**src/sv/aes128_block_cipher_fixed_key_assert.svh**
```systemverilog
// Assertion macros used by the block's top module
`ifndef AES128_BLOCK_CIPHER_FIXED_KEY_ASSERT_SVH
`define AES128_BLOCK_CIPHER_FIXED_KEY_ASSERT_SVH

// Implication checked on every rising clock edge, off during reset
`define ASSERT_IMPLIES(label, clk, rst_n, ante, cons) \
	label: assert property (@(posedge clk) disable iff (!rst_n) (ante) |-> (cons)) \
		else $error("assertion failed");

// Implication whose consequent is checked in the cycle after the antecedent
`define ASSERT_NEXT(label, clk, rst_n, ante, cons) \
	label: assert property (@(posedge clk) disable iff (!rst_n) (ante) |=> (cons)) \
		else $error("assertion failed");

`endif

```
**src/sv/aes128_pkg.sv**
```systemverilog
package aes128_pkg;

	typedef enum logic [1:0] {
		ST_IDLE,
		ST_RUN,
		ST_DONE
	} state_t;

	// Controller to datapath
	typedef struct packed {
		logic       load;     // take the input block, add first round key
		logic       step;     // run one round
		logic [3:0] rnd;      // round number, 1..10
		logic       last;     // final round of the direction
	} cmd_t;

	localparam int unsigned NUM_ROUNDS = 10;
	localparam logic CMD_ENCRYPT = 1'b0;
	localparam logic CMD_DECRYPT = 1'b1;

	localparam logic [127:0] ROUND_KEY [0:10] = '{
		128'h000102030405060708090a0b0c0d0e0f,
		128'hd6aa74fdd2af72fadaa678f1d6ab76fe,
		128'hb692cf0b643dbdf1be9bc5006830b3fe,
		128'hb6ff744ed2c2c9bf6c590cbf0469bf41,
		128'h47f7f7bc95353e03f96c32bcfd058dfd,
		128'h3caaa3e8a99f9deb50f3af57adf622aa,
		128'h5e390f7df7a69296a7553dc10aa31f6b,
		128'h14f9701ae35fe28c440adf4d4ea9c026,
		128'h47438735a41c65b9e016baf4aebf7ad2,
		128'h549932d1f08557681093ed9cbe2c974e,
		128'h13111d7fe3944a17f307a78b4d2b30c5
	};

	localparam logic [7:0] FWD_SBOX [0:255] = '{
		8'h63,8'h7c,8'h77,8'h7b,8'hf2,8'h6b,8'h6f,8'hc5,8'h30,8'h01,8'h67,8'h2b,8'hfe,8'hd7,8'hab,8'h76,
		8'hca,8'h82,8'hc9,8'h7d,8'hfa,8'h59,8'h47,8'hf0,8'had,8'hd4,8'ha2,8'haf,8'h9c,8'ha4,8'h72,8'hc0,
		8'hb7,8'hfd,8'h93,8'h26,8'h36,8'h3f,8'hf7,8'hcc,8'h34,8'ha5,8'he5,8'hf1,8'h71,8'hd8,8'h31,8'h15,
		8'h04,8'hc7,8'h23,8'hc3,8'h18,8'h96,8'h05,8'h9a,8'h07,8'h12,8'h80,8'he2,8'heb,8'h27,8'hb2,8'h75,
		8'h09,8'h83,8'h2c,8'h1a,8'h1b,8'h6e,8'h5a,8'ha0,8'h52,8'h3b,8'hd6,8'hb3,8'h29,8'he3,8'h2f,8'h84,
		8'h53,8'hd1,8'h00,8'hed,8'h20,8'hfc,8'hb1,8'h5b,8'h6a,8'hcb,8'hbe,8'h39,8'h4a,8'h4c,8'h58,8'hcf,
		8'hd0,8'hef,8'haa,8'hfb,8'h43,8'h4d,8'h33,8'h85,8'h45,8'hf9,8'h02,8'h7f,8'h50,8'h3c,8'h9f,8'ha8,
		8'h51,8'ha3,8'h40,8'h8f,8'h92,8'h9d,8'h38,8'hf5,8'hbc,8'hb6,8'hda,8'h21,8'h10,8'hff,8'hf3,8'hd2,
		8'hcd,8'h0c,8'h13,8'hec,8'h5f,8'h97,8'h44,8'h17,8'hc4,8'ha7,8'h7e,8'h3d,8'h64,8'h5d,8'h19,8'h73,
		8'h60,8'h81,8'h4f,8'hdc,8'h22,8'h2a,8'h90,8'h88,8'h46,8'hee,8'hb8,8'h14,8'hde,8'h5e,8'h0b,8'hdb,
		8'he0,8'h32,8'h3a,8'h0a,8'h49,8'h06,8'h24,8'h5c,8'hc2,8'hd3,8'hac,8'h62,8'h91,8'h95,8'he4,8'h79,
		8'he7,8'hc8,8'h37,8'h6d,8'h8d,8'hd5,8'h4e,8'ha9,8'h6c,8'h56,8'hf4,8'hea,8'h65,8'h7a,8'hae,8'h08,
		8'hba,8'h78,8'h25,8'h2e,8'h1c,8'ha6,8'hb4,8'hc6,8'he8,8'hdd,8'h74,8'h1f,8'h4b,8'hbd,8'h8b,8'h8a,
		8'h70,8'h3e,8'hb5,8'h66,8'h48,8'h03,8'hf6,8'h0e,8'h61,8'h35,8'h57,8'hb9,8'h86,8'hc1,8'h1d,8'h9e,
		8'he1,8'hf8,8'h98,8'h11,8'h69,8'hd9,8'h8e,8'h94,8'h9b,8'h1e,8'h87,8'he9,8'hce,8'h55,8'h28,8'hdf,
		8'h8c,8'ha1,8'h89,8'h0d,8'hbf,8'he6,8'h42,8'h68,8'h41,8'h99,8'h2d,8'h0f,8'hb0,8'h54,8'hbb,8'h16
	};

	localparam logic [7:0] INV_SBOX [0:255] = '{
		8'h52,8'h09,8'h6a,8'hd5,8'h30,8'h36,8'ha5,8'h38,8'hbf,8'h40,8'ha3,8'h9e,8'h81,8'hf3,8'hd7,8'hfb,
		8'h7c,8'he3,8'h39,8'h82,8'h9b,8'h2f,8'hff,8'h87,8'h34,8'h8e,8'h43,8'h44,8'hc4,8'hde,8'he9,8'hcb,
		8'h54,8'h7b,8'h94,8'h32,8'ha6,8'hc2,8'h23,8'h3d,8'hee,8'h4c,8'h95,8'h0b,8'h42,8'hfa,8'hc3,8'h4e,
		8'h08,8'h2e,8'ha1,8'h66,8'h28,8'hd9,8'h24,8'hb2,8'h76,8'h5b,8'ha2,8'h49,8'h6d,8'h8b,8'hd1,8'h25,
		8'h72,8'hf8,8'hf6,8'h64,8'h86,8'h68,8'h98,8'h16,8'hd4,8'ha4,8'h5c,8'hcc,8'h5d,8'h65,8'hb6,8'h92,
		8'h6c,8'h70,8'h48,8'h50,8'hfd,8'hed,8'hb9,8'hda,8'h5e,8'h15,8'h46,8'h57,8'ha7,8'h8d,8'h9d,8'h84,
		8'h90,8'hd8,8'hab,8'h00,8'h8c,8'hbc,8'hd3,8'h0a,8'hf7,8'he4,8'h58,8'h05,8'hb8,8'hb3,8'h45,8'h06,
		8'hd0,8'h2c,8'h1e,8'h8f,8'hca,8'h3f,8'h0f,8'h02,8'hc1,8'haf,8'hbd,8'h03,8'h01,8'h13,8'h8a,8'h6b,
		8'h3a,8'h91,8'h11,8'h41,8'h4f,8'h67,8'hdc,8'hea,8'h97,8'hf2,8'hcf,8'hce,8'hf0,8'hb4,8'he6,8'h73,
		8'h96,8'hac,8'h74,8'h22,8'he7,8'had,8'h35,8'h85,8'he2,8'hf9,8'h37,8'he8,8'h1c,8'h75,8'hdf,8'h6e,
		8'h47,8'hf1,8'h1a,8'h71,8'h1d,8'h29,8'hc5,8'h89,8'h6f,8'hb7,8'h62,8'h0e,8'haa,8'h18,8'hbe,8'h1b,
		8'hfc,8'h56,8'h3e,8'h4b,8'hc6,8'hd2,8'h79,8'h20,8'h9a,8'hdb,8'hc0,8'hfe,8'h78,8'hcd,8'h5a,8'hf4,
		8'h1f,8'hdd,8'ha8,8'h33,8'h88,8'h07,8'hc7,8'h31,8'hb1,8'h12,8'h10,8'h59,8'h27,8'h80,8'hec,8'h5f,
		8'h60,8'h51,8'h7f,8'ha9,8'h19,8'hb5,8'h4a,8'h0d,8'h2d,8'he5,8'h7a,8'h9f,8'h93,8'hc9,8'h9c,8'hef,
		8'ha0,8'he0,8'h3b,8'h4d,8'hae,8'h2a,8'hf5,8'hb0,8'hc8,8'heb,8'hbb,8'h3c,8'h83,8'h53,8'h99,8'h61,
		8'h17,8'h2b,8'h04,8'h7e,8'hba,8'h77,8'hd6,8'h26,8'he1,8'h69,8'h14,8'h63,8'h55,8'h21,8'h0c,8'h7d
	};

	// Multiply by x in GF(2^8)
	function automatic logic [7:0] xtime(input logic [7:0] a);
		return {a[6:0], 1'b0} ^ (a[7] ? 8'h1b : 8'h00);
	endfunction

endpackage

```
**src/sv/aes128_ctrl.sv**
```systemverilog
module aes128_ctrl (
	input  logic                clk,
	input  logic                arst_n,
	input  logic                in_fire,
	input  logic                out_fire,
	output logic                busy,
	output logic                done,
	output aes128_pkg::cmd_t    cmd
);

	aes128_pkg::state_t state_q, state_d;
	logic [3:0] rnd_q;

	// Next state
	always_comb begin
		state_d = state_q;
		case (state_q)
			aes128_pkg::ST_IDLE: if (in_fire) state_d = aes128_pkg::ST_RUN;
			aes128_pkg::ST_RUN: begin
				if (rnd_q == 4'(aes128_pkg::NUM_ROUNDS)) state_d = aes128_pkg::ST_DONE;
			end
			aes128_pkg::ST_DONE: if (out_fire) state_d = aes128_pkg::ST_IDLE;
			default: state_d = aes128_pkg::ST_IDLE;
		endcase
	end

	// Outputs
	always_comb begin
		busy     = 1'b1;
		done     = 1'b0;
		cmd.load = 1'b0;
		cmd.step = 1'b0;
		cmd.rnd  = rnd_q;
		cmd.last = (rnd_q == 4'(aes128_pkg::NUM_ROUNDS));
		case (state_q)
			aes128_pkg::ST_IDLE: begin
				busy     = 1'b0;
				cmd.load = in_fire;
			end
			aes128_pkg::ST_RUN:  cmd.step = 1'b1;
			aes128_pkg::ST_DONE: done = 1'b1;
			default: busy = 1'b1;
		endcase
	end

	always_ff @(posedge clk or negedge arst_n) begin
		if (!arst_n) begin
			state_q <= aes128_pkg::ST_IDLE;
			rnd_q   <= 4'd1;
		end else begin
			state_q <= state_d;
			if (cmd.step) rnd_q <= cmd.last ? 4'd1 : rnd_q + 4'd1;
		end
	end

endmodule

```
**config.mk**
```make
export PLATFORM = sky130hd
export DESIGN_NAME = aes128_ctrl
export DESIGN_NICKNAME = d
export VERILOG_FILES = /design/src/sv/aes128_block_cipher_fixed_key_assert.svh /design/src/sv/aes128_pkg.sv /design/src/sv/aes128_ctrl.sv
export SDC_FILE = /design/constraint.sdc
export NUM_CORES = 1
export LEC_CHECK = 0
export BUFFER_PORTS_ARGS = -buffer_cell sky130_fd_sc_hd__buf_2
export CAP_MARGIN = 20
export CORE_AREA = 2 2 39 41
export DETAILED_ROUTE_END_ITERATION = 6
export DIE_AREA = 0 0 41 43
export PLACE_DENSITY = 0.42
export SETUP_SLACK_MARGIN = 0.05
export SLEW_MARGIN = 20
export SYNTH_ARGS = -nofsm -noshare
export SYNTH_HDL_FRONTEND = slang
export SYNTH_SLANG_ARGS = --single-unit
```
**constraint.sdc**
```tcl
create_clock -name clk -period 1.3 [get_ports clk]
set_input_delay 0.39 -clock clk [delete_from_list [all_inputs] [get_ports clk]]
set_output_delay 0.39 -clock clk [all_outputs]
set_load 0.01 [all_outputs]
```
## Word level (Yosys, flattened, before mapping)

Cells that the tools add are included.

| word-level totals | value |
|---|---|
| input port bits | 4 |
| output and inout port bits | 9 |
| register bits | 6 |
| logic and storage cells | 20 |

| cells by class | value |
|---|---|
| reductions and logical operators | 2 |
| equality and inequality tests | 6 |
| mux-type cells | 9 |
| add/subtract/negate cells | 1 |

Operator list:

| operator | count |
|---|---|
| two-way mux 2 bit | 3 |
| inequality test 2 bit (second input constant) | 3 |
| one-hot mux 2 bit (3 select lines) | 1 |
| adder 4 x 1 -> 4 bit (second input constant) | 1 |
| == test 4 bit (second input constant) | 1 |
| two-way mux 1 bit | 4 |
| two-way mux 4 bit | 1 |
| AND reduction 3 bit | 1 |
| == test 2 x 1 -> 1 bit (second input constant) | 1 |
| == test 2 bit (second input constant) | 1 |
| zero test 2 bit | 1 |

## Depth between registers and ports, before layout

Gate-level depths: netlist of the first run.

| depth | value |
|---|---|
| depth after elaboration | 3 |
| mapped depth | 3 |
| depth with buffers taken out | 3 |

## Worst setup path after synthesis of the first run

OpenSTA, ideal clock, no wires.

| timing path | value |
|---|---|
| kind | reg-to-output |
| start | register state_q[0] |
| end | output cmd[6] in the netlist's numbering |
| stages on the path, launching flop included | 3 |
| data required time | 910 ps |
| arrival time | 838 ps |
| slack | 72 ps |
| path through | dfrtp_1 > or2_1 > nor2_1 |

RTL lines:

| element | line | RTL |
|---|---|---|
| from (decl) | aes128_ctrl.sv:11 | `aes128_pkg::state_t state_q, state_d;` |
| from (signal assigned) | aes128_ctrl.sv:48 | `state_q <= aes128_pkg::ST_IDLE;` |
| from (signal assigned) | aes128_ctrl.sv:51 | `state_q <= state_d;` |
| to (decl) | aes128_ctrl.sv:8 | `output aes128_pkg::cmd_t cmd` |

==> results.py, run 1 <==
metrics = {
    "clock_tree": {
        "clkLatencyLatePin_ns": 0.25,
        "clockBufferDepth": 2,
        "path_clk_slew_ns": 0.06,
        "h-tree-depth": 1,
        "numCtsBuffers": 3,
        "cts_tree": "built",
        "clkSinkCount": 6,
        "clock-root-buffer": "clkbuf_4",
    },
    "detailed_routing": {
        "drc_errors": 0,
        "wl_per_cell_microns": 11.9,
        "first_pass_iters": 4,
        "routed_wl_microns": 882,
        "vias": 336,
        "postRouteAntennaNets": 0,
        "drt_iter0_drc": 3,
        "vias_per_cell": 4.54,
    },
    "hold_path": {
        "min_from": "in_fire",
        "hold_end": "state_q[0]",
        "hold_class": "primary input to register",
        "min_path_cells": 3,
    },
    "status": {
        "violations": "negative setup slack",
        "outcome": "finished with violations",
    },
    "critical_path": {
        "r2r_slack_ns": -0.01,
        "slowest_delay_ns": 0.53,
        "cp_cell_sequence": "and3b_1 > buf_2",
        "worstSetupPathType": "register to output pin",
        "critPathMaxFanout": 2,
        "critPathLaunchType": "register",
        "rr_worst_depth": 4,
        "crit_arrival_ns": 1.10,
        "timing.rr.end": "rnd_q[3]",
        "regToRegStartpoint": "state_q[0]",
        "cp.required_ns": 0.91,
        "slowest_stage": "dfstp_2",
        "endpoint_kind": "output pin",
    },
    "synth": {
        "syn_area_per_cell_sq_um": 10.8,
        "synth.area.top_cells": "dfrtp_1 (41%), dfstp_2 (8.7%), a22o_1 (5.8%)",
        "syn_area_sq_um": 302,
        "synth_top_area_share_pct": 41.5,
        "yosys_warnings": 0,
        "synthCells": 28,
        "synth_area_leader_cell": "dfrtp_1",
        "synth-seq-cells": 6,
        "yosysSeqAreaShare_pct": 50.2,
        "syn-num-nets": 32,
        "yosysUniqueCellTypes": 18,
    },
    "cells_and_area": {
        "fin_cells": 74,
        "finalInstanceArea_sq_um": 583,
        "layout.nets": 63,
        "fillers": 144,
        "regArea_sq_um": 151,
        "drive_gt1_share_pct": 58.6,
        "final_common_cell": "buf_6",
        "syn_to_final_growth_pct": 93.4,
        "diodes": 0,
        "multi_input_area_sq_um": 156,
        "final_cell_mix": "buf_6 (10), buf_4 (8), buf_2 (7)",
    },
    "die": {
        "rows": 14,
        "ios": 13,
        "dieArea_sq_mm": 0.00176,
        "core_area_sq_mm": 0.00138,
        "start_util_pct": 21.8,
        "die_x_microns": 41,
        "die_h_microns": 43,
    },
    "pwr": {
        "pwr_density_cell_mw_per_mm2": 2460,
        "peakVddDrop_mv": 0.800,
        "p_leak_uw": 0.000297,
    },
    "sta": {
        "max_freq_mhz": 673,
        "worst_slack_ns": -0.187,
        "setup_violations": 7,
        "rsz0062_at_grt": "yes",
        "slew_viol_final": 0,
        "hold_ws_ns": 0.421,
        "worst_pin_slew_ns": 0.185,
        "period_minus_slack_ns": 1.49,
        "relSlewSlack_pct": 87.6,
        "fin_crit_sh_pct": 114,
        "finalHoldViolCount": 0,
        "clock_skew_ns": 0.0111,
    },
    "global_route": {
        "grt_pass1_vias": 340,
        "grt_usage_pct": 12.7,
        "grt_max_degree": 8,
        "grt_pass1_wl_microns": 1460,
        "antenna_found_initial": 0,
        "grt-ovfl-total": 0,
    },
    "placement": {
        "port_buffers": 12,
        "dpl_cell_area_sq_um": 419,
        "post-place-cells": 61,
        "hpwlAfterDp_microns": 530,
        "gp_congestion": 0.694,
    },
    "job": {
        "cap_violations": 0,
    },
}
logic make-up (layout without fill, tap and decap cells):
group                     count (synthesis)  in the layout  share of synthesized area [%]
buffers and inverters                     3             33                           3.73
xor gates and xnor gates                  2              2                           5.81
and+or+nand+nor                          11             11                           25.3
DFF                                       6              6                           50.2
AOI/OAI and AO/OA                         6              6                           14.9
layout make-up:
type / count / area share, %
well taps: 16 / 3.43
inverters: 3 / 1.93
flip-flops and latches: 6 / 26.0
repair buffers: 26 / 37.3
clock buffers: 4 / 4.51
multi-input cells: 19 / 26.8
per-layer routing:
metal	routed length [microns]	track usage (%)	share of wire, %	up-vias
met5	0	0	0	-
met4	0	6.00	0	0
met3	51	5.24	5.8	0
met2	449	20.9	51	10
met1	381	13.1	43	166
li1	-	-	-	160
worst max-delay path by stage:
stage | start | cells after the start | end | slack, ns
CTS | state_q[0] | 3 | cmd[6] | -0.20
floorplan | state_q[0] | 2 | cmd[6] | 0.07
detailed placement | state_q[0] | 3 | cmd[6] | 0.04
global route | state_q[0] | 3 | cmd[6] | -0.28
global placement | state_q[0] | 3 | cmd[6] | 0.08
finish | rnd_q[0] | 2 | cmd[0] | -0.19
registers in the layout, indices dropped and copies added, names as in the netlist:
register,flops
rnd_q,4
state_q,2
worst max-delay path: cells and delay by family (launching register included):
| kind | cells | cell delay, ns |
|---|---|---|
| DFF | 1 | 0.53 |
| and+or+nand+nor | 1 | 0.19 |
| buffers and inverters | 1 | 0.14 |
repair_timing:
action / in CTS / in global routing
gates resized for setup: 6 / 9
hold endpoints to repair: 5 / 0
setup endpoints to repair: 8 / 10
hold buffers: 1 / 0
pin swaps: 1 / 2
buffers inserted: 4 / 4
through the flow:
step | setup TNS [ns] | power (uW) | setup slack, ns | utilization, %
floorplan | 0 | 664 | 0.0715 | -
finish | -0.811 | 1430 | -0.187 | 42.1
global route | -1.18 | 1530 | -0.277 | 42.1
CTS | -0.860 | 1260 | -0.199 | 37.0
global placement | 0 | 900 | 0.0794 | 30.3
detailed placement | 0 | 915 | 0.0424 | 30.3
power breakdown:
| group | internal (uW) | switching (uW) |
|---|---|---|
| Combinational | 548 | 344 |
| Sequential | 282 | 69.9 |
| Clock | 117 | 73.2 |
| Total | 947 | 487 |
synthesized netlist by cell type:
cell type and instances:
and3b_1 2, a22o_1 2, nor2_1 2, nand2_1 1
a221o_1 1, dfrtp_1 5, nor2b_2 1, xor2_1 1
inv_1 3, nor2b_1 2, and2b_4 1, o21ai_0 1
a211oi_1 1, or2_1 1, dfstp_2 1, xnor2_1 1
and4b_1 1, o21ai_1 1
Power figures use the tool's default switching activity.
==> run 2, diff against run 1 <==
- CELL_PAD_IN_SITES_DETAIL_PLACEMENT: default -> 0
- CELL_PAD_IN_SITES_GLOBAL_PLACEMENT: default -> 1
- PLACE_DENSITY: 0.42 -> 0.53
==> run 2 against run 1 <==
Compared with the run above: the run still ends with negative setup slack left; critical path type unchanged; highest routed layer unchanged; die area unchanged; sequential share of layout area is 0.17 points lower; largest power group unchanged; clock skew hardly changed; largest cell class unchanged; sequential cell count unchanged; non-clock buffer count up 2.
==> results.py, run 2 (synthesis gave the netlist of run 1 again) <==
metrics = {
    "die": {
        "die_x_microns": 41,
        "dieArea_sq_mm": 0.00176,
        "die_h_microns": 43,
        "rows": 14,
        "core_area_sq_mm": 0.00138,
        "start_util_pct": 21.8,
        "ios": 13,
    },
    "critical_path": {
        "cp_cell_sequence": "nor2b_2 > and3b_1 > buf_2",
        "crit_arrival_ns": 1.10,
        "crit_path_start": "rnd_q[3]",
        "slowest_stage": "dfrtp_1",
        "rr_worst_depth": 5,
        "cp.required_ns": 0.91,
        "endpoint_kind": "output pin",
        "slowest_delay_ns": 0.38,
        "regToRegStartpoint": "state_q[0]",
        "worstSetupPathType": "register to output pin",
        "critPathLaunchType": "register",
        "critPathMaxFanout": 2,
    },
    "global_route": {
        "antenna_found_initial": 0,
        "grt_max_degree": 9,
        "grt_usage_pct": 12.9,
        "grt-ovfl-total": 0,
        "grt_pass1_wl_microns": 1450,
        "grt_pass1_vias": 297,
    },
    "sta": {
        "finalHoldViolCount": 0,
        "relSlewSlack_pct": 88.6,
        "clock_skew_ns": 0.0112,
        "rsz0062_at_grt": "yes",
        "setup_violations": 8,
        "worst_pin_slew_ns": 0.170,
        "max_freq_mhz": 670,
        "slew_viol_final": 0,
        "period_minus_slack_ns": 1.49,
        "fin_crit_sh_pct": 115,
        "worst_slack_ns": -0.193,
    },
    "pwr": {
        "p_leak_uw": 0.000301,
        "pwr_density_cell_mw_per_mm2": 2350,
        "peakVddDrop_mv": 0.841,
        "fin_total_pwr_uw": 1380,
    },
    "placement": {
        "dpl_cell_area_sq_um": 412,
        "post-place-cells": 60,
        "hpwlAfterDp_microns": 565,
        "gp_congestion": 0.681,
        "port_buffers": 12,
    },
    "clock_tree": {
        "clockBufferDepth": 2,
        "cts_tree": "built",
        "clock-root-buffer": "clkbuf_4",
        "clkLatencyLatePin_ns": 0.25,
        "numCtsBuffers": 3,
        "h-tree-depth": 1,
        "path_clk_slew_ns": 0.05,
        "clkSinkCount": 6,
    },
    "cells_and_area": {
        "final_cell_mix": "buf_6 (10), buf_4 (9), buf_2 (8)",
        "syn_to_final_growth_pct": 94.6,
        "largest_reg_flops": 4,
        "drive_gt1_share_pct": 58.3,
        "fillers": 147,
        "layout.nets": 65,
        "finalInstanceArea_sq_um": 587,
        "reg.largest.list": "rnd_q x4, state_q x2",
        "final_common_cell": "buf_6",
        "diodes": 0,
        "fin_cells": 76,
        "largest_register": "rnd_q",
    },
    "status": {
        "violations": "negative setup slack",
        "outcome": "finished with violations",
    },
    "detailed_routing": {
        "drc_errors": 0,
        "wl_per_cell_microns": 11.5,
        "routed_wl_microns": 871,
        "postRouteAntennaNets": 0,
        "first_pass_iters": 2,
        "vias": 332,
        "vias_per_cell": 4.37,
        "drt_iter0_drc": 2,
    },
    "job": {
        "cap_violations": 0,
    },
    "hold_path": {
        "hold_class": "primary input to register",
        "min_from": "in_fire",
        "min_path_cells": 3,
    },
}
[run 2: cell type report]
cell class              instances  area [sq um]  share of cell area (%)
well taps                      16          20.0                    3.41
flip-flops and latches          6           151                    25.8
inverters                       3          11.3                    1.92
repair buffers                 28           230                    39.2
clock buffers                   4          26.3                    4.48
multi-input cells              19           148                    25.2
[run 2: layer usage]
metal | up-vias | global-route usage (%) | part of all wire, %
li1 | 161 | - | -
met1 | 161 | 16.4 | 44
met2 | 10 | 16.9 | 50
met3 | 0 | 7.85 | 5.9
met4 | 0 | 6.00 | 0
met5 | - | 0 | 0
[run 2: worst paths after layout]
path	end	slack, ns
max	cmd[0]	-0.19
min	state_q[0]	0.41
max reg2reg	rnd_q[3]	-0.10
min reg2reg	state_q[0]	0.56
max in group asynchronous	rnd_q[0]	0.57
min in group asynchronous	state_q[0]	0.50
[run 2: worst max-delay path, delay by kind of cell, from the launching register on]
kind,cells,cell delay (ns)
flops,1,0.38
buf+inv,1,0.14
simple gates,2,0.33
[run 2: metrics by stage]
| stage | setup TNS, ns | setup slack (ns) | hold WS (ns) | utilization [%] |
|---|---|---|---|---|
| 3_5_place_dp | 0 | 0.0594 | 0.222 | 29.7 |
| 6_report | -0.899 | -0.193 | 0.410 | 42.4 |
| 4_1_cts | -1.06 | -0.192 | 0.408 | 36.7 |
| 2_1_floorplan | 0 | 0.0715 | 0.0944 | - |
| 3_3_place_gp | 0 | 0.0718 | 0.220 | 29.7 |
| 5_1_grt | -1.37 | -0.257 | 0.433 | 42.4 |
[run 2: where the power goes]
part	total (uW)	internal [uW]	leakage, uW	switching (uW)
Combinational	844	521	0.000216	323
Sequential	344	282	0.0000700	62.4
Clock	190	117	0.0000150	73.4
Total	1380	920	0.000301	458
[run 2: timing repair]
action                     4_1_cts  5_1_grt
resized for setup                3       10
hold endpoints to repair         5        0
setup endpoints to repair        8       10
setup buffers                    7        6
pin swaps                        1        2
hold buffers                     1        0
==> run 3, diff against run 2 <==
- SETUP_SLACK_MARGIN: 0.05 -> 0.15
==> run 3 against run 2 <==
Compared with the run above: the flow still finishes with violations (negative setup slack); sequential share of layout area is 1.9 points lower; utilization is 3.3 points higher; worst hold slack better by 0.020 ns; setup slack worse by 0.0037 ns; sequential cell count stayed put; clock-buffer cell count stayed put; via count is 0.60% higher; global-route usage is 0.69 points higher; design area is 7.9% higher; critical endpoint unchanged; largest power group unchanged.
==> results.py, run 3 (synthesis gave the netlist of run 1 again) <==
metrics = {
    "detailed_routing": {
        "vias_per_cell": 4.23,
        "drt_iter0_drc": 4,
        "routed_wl_microns": 938,
        "top_layer_used": "met3",
        "drc_errors": 0,
        "routed-wl-met3_microns": 50,
        "wl_met2_microns": 551,
        "met1_length_microns": 335,
        "vias": 334,
        "wl_per_cell_microns": 11.9,
        "postRouteAntennaNets": 0,
        "first_pass_iters": 2,
    },
    "sta": {
        "fin_crit_sh_pct": 115,
        "relSlewSlack_pct": 88.6,
        "finalHoldViolCount": 0,
        "setup_violations": 8,
        "clock_skew_ns": 0.00920,
        "max_freq_mhz": 668,
        "setup_tns_ns": -1.14,
        "period_minus_slack_ns": 1.50,
        "worst_pin_slew_ns": 0.169,
        "rsz0062_at_grt": "yes",
        "slew_viol_final": 0,
        "worst_slack_ns": -0.197,
    },
    "global_route": {
        "grt_pass1_wl_microns": 1540,
        "grt_usage_pct": 13.6,
        "antenna_found_initial": 0,
        "grt-ovfl-total": 0,
        "grt_max_degree": 8,
        "grt_pass1_vias": 351,
    },
    "clock_tree": {
        "clkSinkCount": 6,
        "numCtsBuffers": 3,
        "clock-root-buffer": "clkbuf_4",
        "path_clk_slew_ns": 0.05,
        "cts_tree": "built",
        "clockBufferDepth": 2,
        "h-tree-depth": 1,
        "clkLatencyLatePin_ns": 0.25,
    },
    "critical_path": {
        "worstSetupPathType": "register to output pin",
        "endpoint_kind": "output pin",
        "rr_worst_depth": 4,
        "crit_arrival_ns": 1.11,
        "cp.required_ns": 0.91,
        "timing.rr.end": "rnd_q[3]",
        "regToRegStartpoint": "state_q[0]",
        "r2r_slack_ns": -0.06,
        "slowest_delay_ns": 0.54,
        "critPathMaxFanout": 2,
        "cp_cell_sequence": "and3b_1 > buf_6",
        "critPathLaunchType": "register",
        "slowest_stage": "dfstp_2",
    },
    "cells_and_area": {
        "diodes": 0,
        "reg.largest.list": "rnd_q x4, state_q x2",
        "fillers": 141,
        "largest_reg_flops": 4,
        "multi_input_area_sq_um": 154,
        "utilization_pct": 45.8,
        "drive_gt1_share_pct": 65.1,
        "syn_to_final_growth_pct": 110,
        "final_common_cell": "buf_6",
        "largest_register": "rnd_q",
        "layout.nets": 68,
        "final_cell_mix": "buf_6 (14), buf_4 (9), buf_2 (7)",
        "regArea_sq_um": 151,
    },
    "die": {
        "dieArea_sq_mm": 0.00176,
        "rows": 14,
        "die_h_microns": 43,
        "core_area_sq_mm": 0.00138,
        "start_util_pct": 21.8,
        "ios": 13,
        "die_x_microns": 41,
    },
    "hold_path": {
        "hold_end": "state_q[1]",
        "min_from": "out_fire",
        "hold_class": "primary input to register",
        "min_path_cells": 3,
    },
    "placement": {
        "port_buffers": 12,
        "gp_congestion": 0.666,
        "pre_cts_slack_ns": 0.0458,
    },
    "status": {
        "violations": "negative setup slack",
        "outcome": "finished with violations",
    },
    "pwr": {
        "p_leak_uw": 0.000323,
        "pwr_density_cell_mw_per_mm2": 2520,
        "peakVddDrop_mv": 1.19,
    },
    "job": {
        "cap_violations": 0,
    },
}
## run 3: cell count changes in the layout (fill, tap and decap cells not counted)
cell      change
a211oi_1      -1
a211oi_2      +1
buf_2         -1
buf_6         +4
nor2_1        -1
nor2_2        +1
nor2b_2       +1
nor2b_4       -1
o21ai_1       -1
o21ai_2       +1
## run 3: worst max-delay path: cells and delay by family (launching register included)
family,cells,cell delay (ns)
DFF,1,0.54
buffers and inverters,1,0.12
and+or+nand+nor,1,0.20
## run 3: per-layer routing
metal | track usage (%) | up-vias
met4 | 10.0 | 0
li1 | - | 169
met5 | 0 | -
met3 | 3.66 | 0
met1 | 15.7 | 159
met2 | 20.3 | 6
## run 3: what timing repair did
action,4_1_cts,5_1_grt
setup buffers,8,5
pin swaps,3,3
hold endpoints to repair,5,0
endpoints found under the setup margin,11,14
hold buffers,1,0
resized for setup,9,9
## run 3: final cells by class
cell class / instances / area share [%]
Clock buffer: 4 / 4.15
Inverter: 3 / 1.78
Multi-Input combinational cell: 19 / 24.3
Sequential cell: 6 / 23.9
Tap cell: 16 / 3.16
Timing Repair Buffer: 31 / 42.7
## run 3: how the worst max path moves through the flow
stage / start / endpoint
2_1_floorplan: rnd_q[0] / cmd[0]
3_3_place_gp: state_q[0] / cmd[6]
3_5_place_dp: state_q[0] / cmd[6]
4_1_cts: state_q[1] / cmd[6]
5_1_grt: state_q[0] / cmd[6]
6_report: rnd_q[0] / cmd[0]
## run 3: power breakdown
group / total [uW] / switching, uW / internal (uW)
clock: 193 / 76.0 / 117
sequential: 350 / 68.0 / 282
combinational: 1050 / 376 / 675
## run 3: metrics by stage
stage / hold WS (ns) / total power [uW] / cells / cell area [sq um]
finish: 0.430 / 1590 / 79 / 633
global route: 0.429 / 1710 / 79 / 633
CTS: 0.424 / 1390 / 74 / 563
detailed placement: 0.226 / 915 / 61 / 422
global placement: 0.223 / 906 / 61 / 422
floorplan: 0.0944 / 666 / 28 / 304
